## config.mk

```make
export PLATFORM = sky130hd
export DESIGN_NAME = hsi_to_rgbw_converter_core
export DESIGN_NICKNAME = d
export VERILOG_FILES = /design/src/hsi2rgbw_pkg.sv /design/src/hsi_to_rgbw_converter_core.sv
export SDC_FILE = /design/constraint.sdc
export NUM_CORES = 2
export LEC_CHECK = 0
export BUFFER_PORTS_ARGS = -buffer_cell sky130_fd_sc_hd__buf_2
export CAP_MARGIN = 20
export CORE_UTILIZATION = 46
export CTS_CLUSTER_SIZE = 12
export DETAILED_ROUTE_END_ITERATION = 10
export SETUP_SLACK_MARGIN = 0.02
export SLEW_MARGIN = 0
export SYNTH_ARGS = -nofsm -noshare
export SYNTH_HDL_FRONTEND = slang
export SYNTH_SLANG_ARGS = --single-unit
export TNS_END_PERCENT = 50
```

## constraint.sdc

```tcl
create_clock -name aclk -period 9 [get_ports aclk]
set_clock_uncertainty 0.05 [all_clocks]
set_input_delay 0 -clock aclk [delete_from_list [all_inputs] [get_ports aclk]]
set_output_delay 0 -clock aclk [all_outputs]
set_load 0.1 [all_outputs]
```

## src/hsi2rgbw_pkg.sv

```systemverilog
// Package with the payload types and sector codes of the HSI to RGBW converter.
`timescale 1ns / 1ps
`default_nettype none

package hsi2rgbw_pkg;

    // One input item: hue index and Q1.8 saturation and intensity.
    typedef struct packed {
        logic [7:0] hue;
        logic [8:0] saturation;
        logic [8:0] intensity;
    } hsi_in_t;

    // One result item: four 8-bit drive levels.
    typedef struct packed {
        logic [7:0] red;
        logic [7:0] green;
        logic [7:0] blue;
        logic [7:0] white;
    } rgbw_out_t;

    // Sector codes, numbered as floor(3 * idx / HUE_STEPS).
    localparam logic [1:0] SECTOR_RED   = 2'd0;
    localparam logic [1:0] SECTOR_GREEN = 2'd1;
    localparam logic [1:0] SECTOR_BLUE  = 2'd2;

    // Unity for Q1.8 saturation and intensity.
    localparam logic [8:0] Q8_ONE = 9'd256;

    // Fixed-point constants for building the ratio table.
    localparam logic [63:0] PI_Q28       = 64'd843314857;
    localparam logic [63:0] ONE_Q28      = 64'd268435456;
    localparam int          TAYLOR_TERMS = 16;

    // Reciprocal of three for values below 1024: floor(q / 3) = (q * 683) >> 11.
    localparam logic [9:0] RECIP3_MUL   = 10'd683;
    localparam int         RECIP3_SHIFT = 11;

endpackage

`default_nettype wire

```

## src/hsi_to_rgbw_converter_core.sv

```systemverilog
// Top level of the HSI to RGBW converter: ratio table and five-stage datapath.
`timescale 1ns / 1ps
`default_nettype none

// Converts one HSI pixel to RGBW drive levels per clock while the output is not
// stalled. Every stage has its own valid bit and takes a new transfer whenever it
// is empty or its successor moves, so the block sustains one item per cycle while
// m_ready is high. A pixel passes through the stage registers in order before
// m_valid rises. The stages are: clamp and ratio table lookup, the two S*I
// products, the scale by 255 and white channel, the two ratio multiplies, and the
// divide by three with routing into the output register. The ratio table is a
// constant built at elaboration from RATIO_FRAC_BITS and HUE_STEPS and is indexed
// by the raw 8-bit hue.
module hsi_to_rgbw_converter_core #(
    parameter int RATIO_FRAC_BITS = 14,
    parameter int HUE_STEPS       = 256
) (
    input  wire                           aclk,
    input  wire                           aresetn,
    input  wire                           s_valid,
    output logic                          s_ready,
    input  hsi2rgbw_pkg::hsi_in_t         s_data,
    output logic                          m_valid,
    input  wire                           m_ready,
    output hsi2rgbw_pkg::rgbw_out_t       m_data
);

    // Ratio entries reach 3 * 2^RATIO_FRAC_BITS.
    localparam int E_W   = RATIO_FRAC_BITS + 2;
    localparam int SI_W  = 17;
    localparam int S255_W = 25;
    localparam int P_W   = S255_W + E_W;
    localparam int Q_W   = P_W - 16 - RATIO_FRAC_BITS;
    localparam logic [E_W-1:0] E_TOP = E_W'(3) << RATIO_FRAC_BITS;

    // Shift and subtract quotient, used only while building the constant tables.
    function automatic logic [63:0] udiv64(input logic [63:0] num, input logic [63:0] den);
        logic [63:0] quo;
        logic [64:0] rem;
        quo = '0;
        rem = '0;
        for (int j = 63; j >= 0; j--) begin
            rem = {rem[63:0], num[j]};
            if (rem >= {1'b0, den}) begin
                rem    = rem - {1'b0, den};
                quo[j] = 1'b1;
            end
        end
        return quo;
    endfunction

    // Elaboration-time cosine: truncated Taylor series in Q28.
    function automatic logic signed [63:0] cos_q28(input logic [63:0] x);
        logic [63:0]        x2;
        logic [63:0]        term;
        logic signed [63:0] sum;
        x2   = (x * x) >> 28;
        term = hsi2rgbw_pkg::ONE_Q28;
        sum  = $signed(hsi2rgbw_pkg::ONE_Q28);
        for (int k = 1; k <= hsi2rgbw_pkg::TAYLOR_TERMS; k++) begin
            term = udiv64((term * x2) >> 28, 64'(2 * k - 1) * 64'(2 * k));
            if ((k & 1) == 1) begin
                sum = sum - $signed(term);
            end else begin
                sum = sum + $signed(term);
            end
        end
        return sum;
    endfunction

    // Elaboration-time table entry: round((cos a + cos b) / cos b) in Q(RATIO_FRAC_BITS).
    function automatic logic [E_W-1:0] ratio_entry(input logic [63:0] idx);
        logic [63:0]        n;
        logic [63:0]        den;
        logic [63:0]        sector;
        logic [63:0]        m;
        logic [63:0]        a;
        logic [63:0]        d;
        logic [63:0]        b;
        logic signed [63:0] ca;
        logic signed [63:0] cb;
        logic signed [63:0] num;
        logic [63:0]        cbu;
        logic [63:0]        e;
        logic [63:0]        top;
        n      = 64'(HUE_STEPS);
        den    = 64'd3 * n;
        sector = udiv64(64'd3 * idx, n);
        m      = 64'd3 * idx - sector * n;
        a      = udiv64(64'd2 * hsi2rgbw_pkg::PI_Q28 * m + (den >> 1), den);
        d      = (n >= 64'd2 * m) ? (n - 64'd2 * m) : (64'd2 * m - n);
        b      = udiv64(hsi2rgbw_pkg::PI_Q28 * d + (den >> 1), den);
        ca     = cos_q28(a);
        cb     = cos_q28(b);
        num    = ca + cb;
        top    = 64'd3 << RATIO_FRAC_BITS;
        if (num <= 0 || cb <= 0) begin
            e = 64'd0;
        end else begin
            cbu = $unsigned(cb);
            e   = udiv64(($unsigned(num) << RATIO_FRAC_BITS) + (cbu >> 1), cbu);
            if (e > top) begin
                e = top;
            end
        end
        return E_W'(e);
    endfunction

    // Constant tables indexed by the raw hue.
    logic [E_W-1:0] rom_e   [256];
    logic [1:0]     rom_sec [256];

    for (genvar h = 0; h < 256; h++) begin : g_rom
        localparam int IDX = h % HUE_STEPS;
        // The computed sector number equals the package sector code.
        localparam logic [1:0]     SEC   = 2'((3 * IDX) / HUE_STEPS);
        localparam logic [E_W-1:0] ENTRY = ratio_entry(64'(IDX));
        assign rom_e[h]   = ENTRY;
        assign rom_sec[h] = SEC;
    end

    // Stage valid bits and per-stage ready.
    logic v1_reg, v2_reg, v3_reg, v4_reg, v5_reg;
    logic rdy1, rdy2, rdy3, rdy4, rdy5;

    assign rdy5    = !v5_reg || m_ready;
    assign rdy4    = !v4_reg || rdy5;
    assign rdy3    = !v3_reg || rdy4;
    assign rdy2    = !v2_reg || rdy3;
    assign rdy1    = !v1_reg || rdy2;
    assign s_ready = rdy1;
    assign m_valid = v5_reg;

    always_ff @(posedge aclk) begin
        if (!aresetn) begin
            v1_reg <= 1'b0;
            v2_reg <= 1'b0;
            v3_reg <= 1'b0;
            v4_reg <= 1'b0;
            v5_reg <= 1'b0;
        end else begin
            if (rdy1) v1_reg <= s_valid;
            if (rdy2) v2_reg <= v1_reg;
            if (rdy3) v3_reg <= v2_reg;
            if (rdy4) v4_reg <= v3_reg;
            if (rdy5) v5_reg <= v4_reg;
        end
    end

    // Stage 1: clamp and table lookup.
    logic [8:0]     s_next, i_next;
    logic [8:0]     s1_reg, i1_reg;
    logic [1:0]     sec1_reg;
    logic [E_W-1:0] e1_reg;

    always_comb begin
        s_next = (s_data.saturation > hsi2rgbw_pkg::Q8_ONE) ? hsi2rgbw_pkg::Q8_ONE
                                                           : s_data.saturation;
        i_next = (s_data.intensity > hsi2rgbw_pkg::Q8_ONE) ? hsi2rgbw_pkg::Q8_ONE
                                                          : s_data.intensity;
    end

    always_ff @(posedge aclk) begin
        if (rdy1) begin
            s1_reg   <= s_next;
            i1_reg   <= i_next;
            sec1_reg <= rom_sec[s_data.hue];
            e1_reg   <= rom_e[s_data.hue];
        end
    end

    // Stage 2: S*I and (1-S)*I.
    logic [SI_W-1:0] si2_reg, wi2_reg;
    logic [1:0]      sec2_reg;
    logic [E_W-1:0]  e2_reg;

    always_ff @(posedge aclk) begin
        if (rdy2) begin
            si2_reg  <= SI_W'(s1_reg) * SI_W'(i1_reg);
            wi2_reg  <= SI_W'(hsi2rgbw_pkg::Q8_ONE - s1_reg) * SI_W'(i1_reg);
            sec2_reg <= sec1_reg;
            e2_reg   <= e1_reg;
        end
    end

    // Stage 3: scale by 255 and finish the white channel.
    logic [S255_W-1:0] si3_reg;
    logic [7:0]        w3_reg;
    logic [1:0]        sec3_reg;
    logic [E_W-1:0]    e3_reg;
    logic [S255_W-1:0] wprod;

    // Largest product is 65536 * 255, so bits above 23 after the shift are zero.
    assign wprod = (S255_W'(wi2_reg) << 8) - S255_W'(wi2_reg);

    always_ff @(posedge aclk) begin
        if (rdy3) begin
            si3_reg  <= (S255_W'(si2_reg) << 8) - S255_W'(si2_reg);
            w3_reg   <= wprod[23:16];
            sec3_reg <= sec2_reg;
            e3_reg   <= e2_reg;
        end
    end

    // Stage 4: multiply by the ratio and its complement.
    logic [P_W-1:0] lp4_reg, np4_reg;
    logic [7:0]     w4_reg;
    logic [1:0]     sec4_reg;

    always_ff @(posedge aclk) begin
        if (rdy4) begin
            lp4_reg  <= P_W'(si3_reg) * P_W'(e3_reg);
            np4_reg  <= P_W'(si3_reg) * P_W'(E_TOP - e3_reg);
            w4_reg   <= w3_reg;
            sec4_reg <= sec3_reg;
        end
    end

    // Stage 5: divide by 3 * 2^(16 + RATIO_FRAC_BITS), clamp and route.
    localparam int RECIP_S = hsi2rgbw_pkg::RECIP3_SHIFT;
    logic [Q_W-1:0]          lq, nq;
    logic [Q_W+9:0]          lm, nm;
    logic [Q_W+9-RECIP_S:0]  ld, nd;
    logic [7:0]              lead_next, nxt_next;
    hsi2rgbw_pkg::rgbw_out_t out_next;
    hsi2rgbw_pkg::rgbw_out_t out_reg;

    always_comb begin
        lq = lp4_reg[P_W-1 -: Q_W];
        nq = np4_reg[P_W-1 -: Q_W];
        lm = (Q_W + 10)'(lq) * (Q_W + 10)'(hsi2rgbw_pkg::RECIP3_MUL);
        nm = (Q_W + 10)'(nq) * (Q_W + 10)'(hsi2rgbw_pkg::RECIP3_MUL);
        ld = lm[Q_W+9:RECIP_S];
        nd = nm[Q_W+9:RECIP_S];
        lead_next = (ld > 255) ? 8'd255 : ld[7:0];
        nxt_next  = (nd > 255) ? 8'd255 : nd[7:0];
        out_next.white = w4_reg;
        case (sec4_reg)
            hsi2rgbw_pkg::SECTOR_RED: begin
                out_next.red   = lead_next;
                out_next.green = nxt_next;
                out_next.blue  = 8'd0;
            end
            hsi2rgbw_pkg::SECTOR_GREEN: begin
                out_next.red   = 8'd0;
                out_next.green = lead_next;
                out_next.blue  = nxt_next;
            end
            hsi2rgbw_pkg::SECTOR_BLUE: begin
                out_next.red   = nxt_next;
                out_next.green = 8'd0;
                out_next.blue  = lead_next;
            end
            default: begin
                out_next.red   = 8'd0;
                out_next.green = 8'd0;
                out_next.blue  = 8'd0;
            end
        endcase
    end

    always_ff @(posedge aclk) begin
        if (rdy5) begin
            out_reg <= out_next;
        end
    end

    assign m_data = out_reg;

endmodule

`default_nettype wire

```

### After elaboration in Yosys (flattened, before gate mapping)

Memory sizes are Yosys's and may differ from the RTL's. A register that Yosys moved wholly into a read port is not among the register bits.
Index checks and enable logic that the tools add are counted.

* reduce and logical (&&, ||, !) cells: 11
* bitwise operators: 1
* eq/ne operators: 2
* mux-type cells: 3
* add/sub/neg operators: 4
* magnitude comparators: 4
* multiply operators: 6

Operators by type and width (number)
* $pmux 24 s3: 1
* $mul 11x10->21 const B: 2
* $mul 25x16->41: 1
* $mul 26x17->41: 1
* $sub 25x17->25: 1
* $sub 24x17->24: 1
* $gt 10x8->1 const B: 2
* $gt 9x9->1 const B: 2
* $mul 10x10->17: 1
* $mul 9x9->17: 1
* $sub 16x16->17 const A: 1
* $mux 8: 2
* $sub 9x9->10 const A: 1
* $not 8->9: 1
* $logic_not 1->1: 5
* $logic_or 1x1->1: 5
* $eq 2x1->1 const B: 1
* $eq 2x2->1 const B: 1
* $logic_not 2->1: 1

* bits in read-only memories: 4608
* register bits after elaboration: 250
* word-level logic and storage cells: 56
* memories: 2

Memory list
* (no name shown): depth 256, bits a word 16, read ports 1, clocked after memory_dff 1, write ports 0, RTL line hsi_to_rgbw_converter_core.sv:168 `e1_reg <= rom_e[s_data.hue];`
* (no name shown): depth 256, bits a word 2, read ports 1, clocked after memory_dff 1, write ports 0, RTL line hsi_to_rgbw_converter_core.sv:167 `sec1_reg <= rom_sec[s_data.hue];`

### Logic depth before layout (Yosys ltp)

* depth in word-level cells: 6
* depth in mapped cells: 30
* depth with buffers taken out: 27

### Least setup slack after synthesis

OpenSTA, ideal clock, no wires.

* kind: register to register
* start: reg e3_reg[0]
* end: reg np4_reg[39], data pin
* arrival: 6975 ps
* library setup time: 259 ps
* cell stages (with the launch flop): 29
* slack: 1716 ps
* path through: edfxtp_1 -> buf_2 -> clkbuf_1 -> inv_1 -> ha_1 -> nand2_1 -> or3_1 -> xor2_1 -> clkbuf_1 -> nand2_1 -> fa_1 -> fa_1 -> inv_1 -> fa_1 -> fa_1 -> fa_1 -> inv_1 -> fa_1 -> inv_1 -> ha_1 -> a21o_1 -> a21o_1 -> a21oi_1 -> o21ai_0 -> a22o_1 -> nor3_1 -> a211o_1 -> nand3b_1 -> xor2_1

* word-level cells in the longest chain between the ends: 2

RTL lines
* start, declared: RTL line hsi_to_rgbw_converter_core.sv:190 `logic [E_W-1:0] e3_reg;`
* start signal, assigned: RTL line hsi_to_rgbw_converter_core.sv:201 `e3_reg <= e2_reg;`
* $sub 16x16->17: RTL line hsi_to_rgbw_converter_core.sv:213 `np4_reg <= P_W'(si3_reg) * P_W'(E_TOP - e3_reg);`
* $mul 26x17->41: RTL line hsi_to_rgbw_converter_core.sv:213
* end signal, assigned: RTL line hsi_to_rgbw_converter_core.sv:213
* end, declared: RTL line hsi_to_rgbw_converter_core.sv:206 `logic [P_W-1:0] lp4_reg, np4_reg;`

Every way passes these cells.
A chain may end at the register's enable or synchronous reset.

### Worst setup path after layout

* start: reg e3_reg[5]
* end: reg np4_reg[37], data pin

Same word-level chain as after synthesis.

==> metrics <==
status finished clean; Critical Path Start e3_reg[5]$_DFFE_PP_; area of the multi-input gates 35,670 um^2; post-synthesis sequential area ratio 13.14%; root buf cell clkbuf_16; Distinct cells, synth 76; synthesized flop and latch total 207; register area 6166 um^2; Crit path arrival time 8430 ps; share of cells above drive strength 1 4.897%; largest net degree at the start of global routing 97; cts repair resizes 0; Clock Latency Late Sink 570 ps; Worst setup SP type register; total number of vias 35,530; Slew Limit Headroom 23.82%; Top FF cell, synth edfxtp_1; antenna violations before repair 0; die area 103,300 um^2; number of port buffers 63; Post-CTS Repair Setup Buffers 0; Core ar. 100,600 um^2; post-synth top area cell fa_1; Worst R2R Start e3_reg[5]$_DFFE_PP_; HP Class in -> reg; Crit Path Class reg -> reg; EDFF count, synth 202; Bufs on Longest Clock Path 3; async set-or-reset flop fraction in the synthesized netlist 0%; total congestion overflow 0; synth top area cells fa_1 (35%), edfxtp_1 (13%), ha_1 (13%); CP Data Required Time 9260 ps; first-pass GRT wire length 202,100 um; Critical Path Fanout Max 20; RSZ-0062 raised after global routing no; gr usage total 24.61%; Final GP Congestion 0.9726; Max Freq 122.4 MHz; Clock transition at path regs 60 ps; post-synth top area share 35.46%; Min-Delay Startpoint s_data[24]; Setup violations, final 0; IO Pins 64; max reg flops 32; commonest cells in the synthesized netlist inv_1 (1,076), fa_1 (831), nand2_1 (735), ha_1 (481), and2_1 (339); ANT cells 0; total CTS buffers 26; CTS sink cnt 207; DRC viols 0; HPWL Detailed 94,960 um; Initial Utilization 46.64%; Routed Antenna Nets 0; Final Critical Period 8169 ps; nets@finish 6,488; non-filler instance count after layout 6,523; Post-Place Cells 6,441; most common cell in the netlist inv_1; wire per inst 18.90 um; crit share post-route 90.76%; Syn Area/Cell 8.969 um^2; TNS Setup 0 ps; Pre-antenna DRT Iters 6; DRT iter0 DRCs 2,781; final hold violations 0; area grow syn2layout 6.113%; Worst setup EP type register; cell count after synthesis 5,230; chip height 321.3 um; # rows 116; final wirelength 123,300 um; Die X 321.3 um; vias in the first global route 36,690; H-tree depth 1; synthesized cell area 46,910 um^2; Slew Limit Fails 0; Slew @ Worst Pin 1114 ps; Syn Nets 6,572; max cap viols 0; Filler Cells Inserted 9,557; CTS tree built; vias per cell 5.447; yosys warns 0
[per-layer routing]
layer | share of wire (%) | vias to the layer above | global-route usage (%)
li1 | - | 16210 | -
met1 | 44 | 17820 | 34.85
met2 | 46 | 1253 | 39.76
met3 | 6.7 | 248 | 2.903
met4 | 3.1 | 0 | 6.963
met5 | 0 | - | 0
[final cells by class]
type                            instances  area share, %
Multi-Input combinational cell       3649          71.66
Sequential cell                       207          12.39
Inverter                             1080          8.144
Tap cell                             1357          3.411
Timing Repair Buffer                  182          2.644
Clock buffer                           34          1.430
Clock inverter                         14         0.3243
[cell families (layout without fill, tap and decap cells)]
kind of cell               count (synthesis)  after routing  synth area share [%]
buffers and inverters                   1374           1310                 11.03
xor gates and xnor gates                 127            127                 2.371
muxes                                     19             19                0.7095
DFF                                      207            207                 13.14
and+or+nand+nor                         1498           1498                 15.01
AOI/OAI and AO/OA                        693            693                 9.442
adders and majority gates               1312           1312                 48.29
[path summary, 6_finish.rpt]
| kind | slack, ps | endpoint | depth (start not counted) |
|---|---|---|---|
| hold reg to reg | 370 | e2_reg[14]$_DFFE_PP_ | 0 |
| hold / removal | 110 | e1_reg[10]$_DFFE_PP_ | 3 |
| setup reg to reg | 830 | np4_reg[37]$_DFFE_PP_ | 24 |
| setup / recovery | 830 | np4_reg[37]$_DFFE_PP_ | 24 |
[what timing repair did]
action                                 CTS  global route
hold buffers                            32             0
endpoints found under the hold margin   23             0
setup endpoints to repair                0             0
[cells in the final DEF (no fill, tap or decap), drive strengths merged, types with 8 or more instances in the layout]
master | Yosys | final
inv | 1077 | 1079
fa | 831 | 831
nand2 | 735 | 735
ha | 481 | 481
and2 | 341 | 341
a21oi | 224 | 224
edfxtp | 202 | 202
nor2 | 163 | 163
o21ai | 159 | 159
buf | 53 | 150
xnor2 | 89 | 89
nor3 | 57 | 57
a211oi | 55 | 55
nand3 | 53 | 53
a21o | 43 | 43
nor2b | 40 | 40
xor2 | 38 | 38
clkbuf | 241 | 34
dlygate4sd3 | 0 | 32
o211ai | 26 | 26
nand2b | 26 | 26
a31oi | 25 | 25
o31ai | 22 | 22
a311oi | 19 | 19
or2 | 16 | 16
o311ai | 14 | 14
nand4 | 13 | 13
o21a | 12 | 12
or3 | 12 | 12
o221ai | 12 | 12
mux4 | 11 | 11
clkinv | 3 | 11
nand3b | 10 | 10
a2111oi | 10 | 10
o22ai | 9 | 9
and3 | 8 | 8
a221oi | 8 | 8
o21bai | 8 | 8
nor4 | 8 | 8
[through the flow]
step	setup slack, ps	cell area (um^2)	hold slack [ps]	util (%)
floorplan	1716	46910	67.66	-
global placement	930.2	48550	208.5	48.27
detailed placement	867.4	48550	210.8	48.27
CTS	858.4	49740	51.42	49.45
global route	312.7	49780	121.4	49.49
finish	831.5	49780	111.2	49.49
[worst max-delay path: stages (launching register included)]
cell       delay, ps
edfxtp_1         380
nor4_1           430
nand2_1          170
or3_1            380
xor2_2           850
buf_4            290
nand2_1           80
fa_1             610
fa_1             450
fa_1             510
fa_1             490
inv_1             50
fa_1             490
fa_1             410
ha_1             340
inv_1             80
nor3_1           200
buf_4            170
nand4_1          100
a2111oi_1        550
nor3_1           110
buf_4            190
a211oi_1         320
nor2_1            90
xnor2_1          130
Power is left out: the tool's default activity adds up to more than one toggle a clock period on the data nets, which glitch-free logic cannot reach.
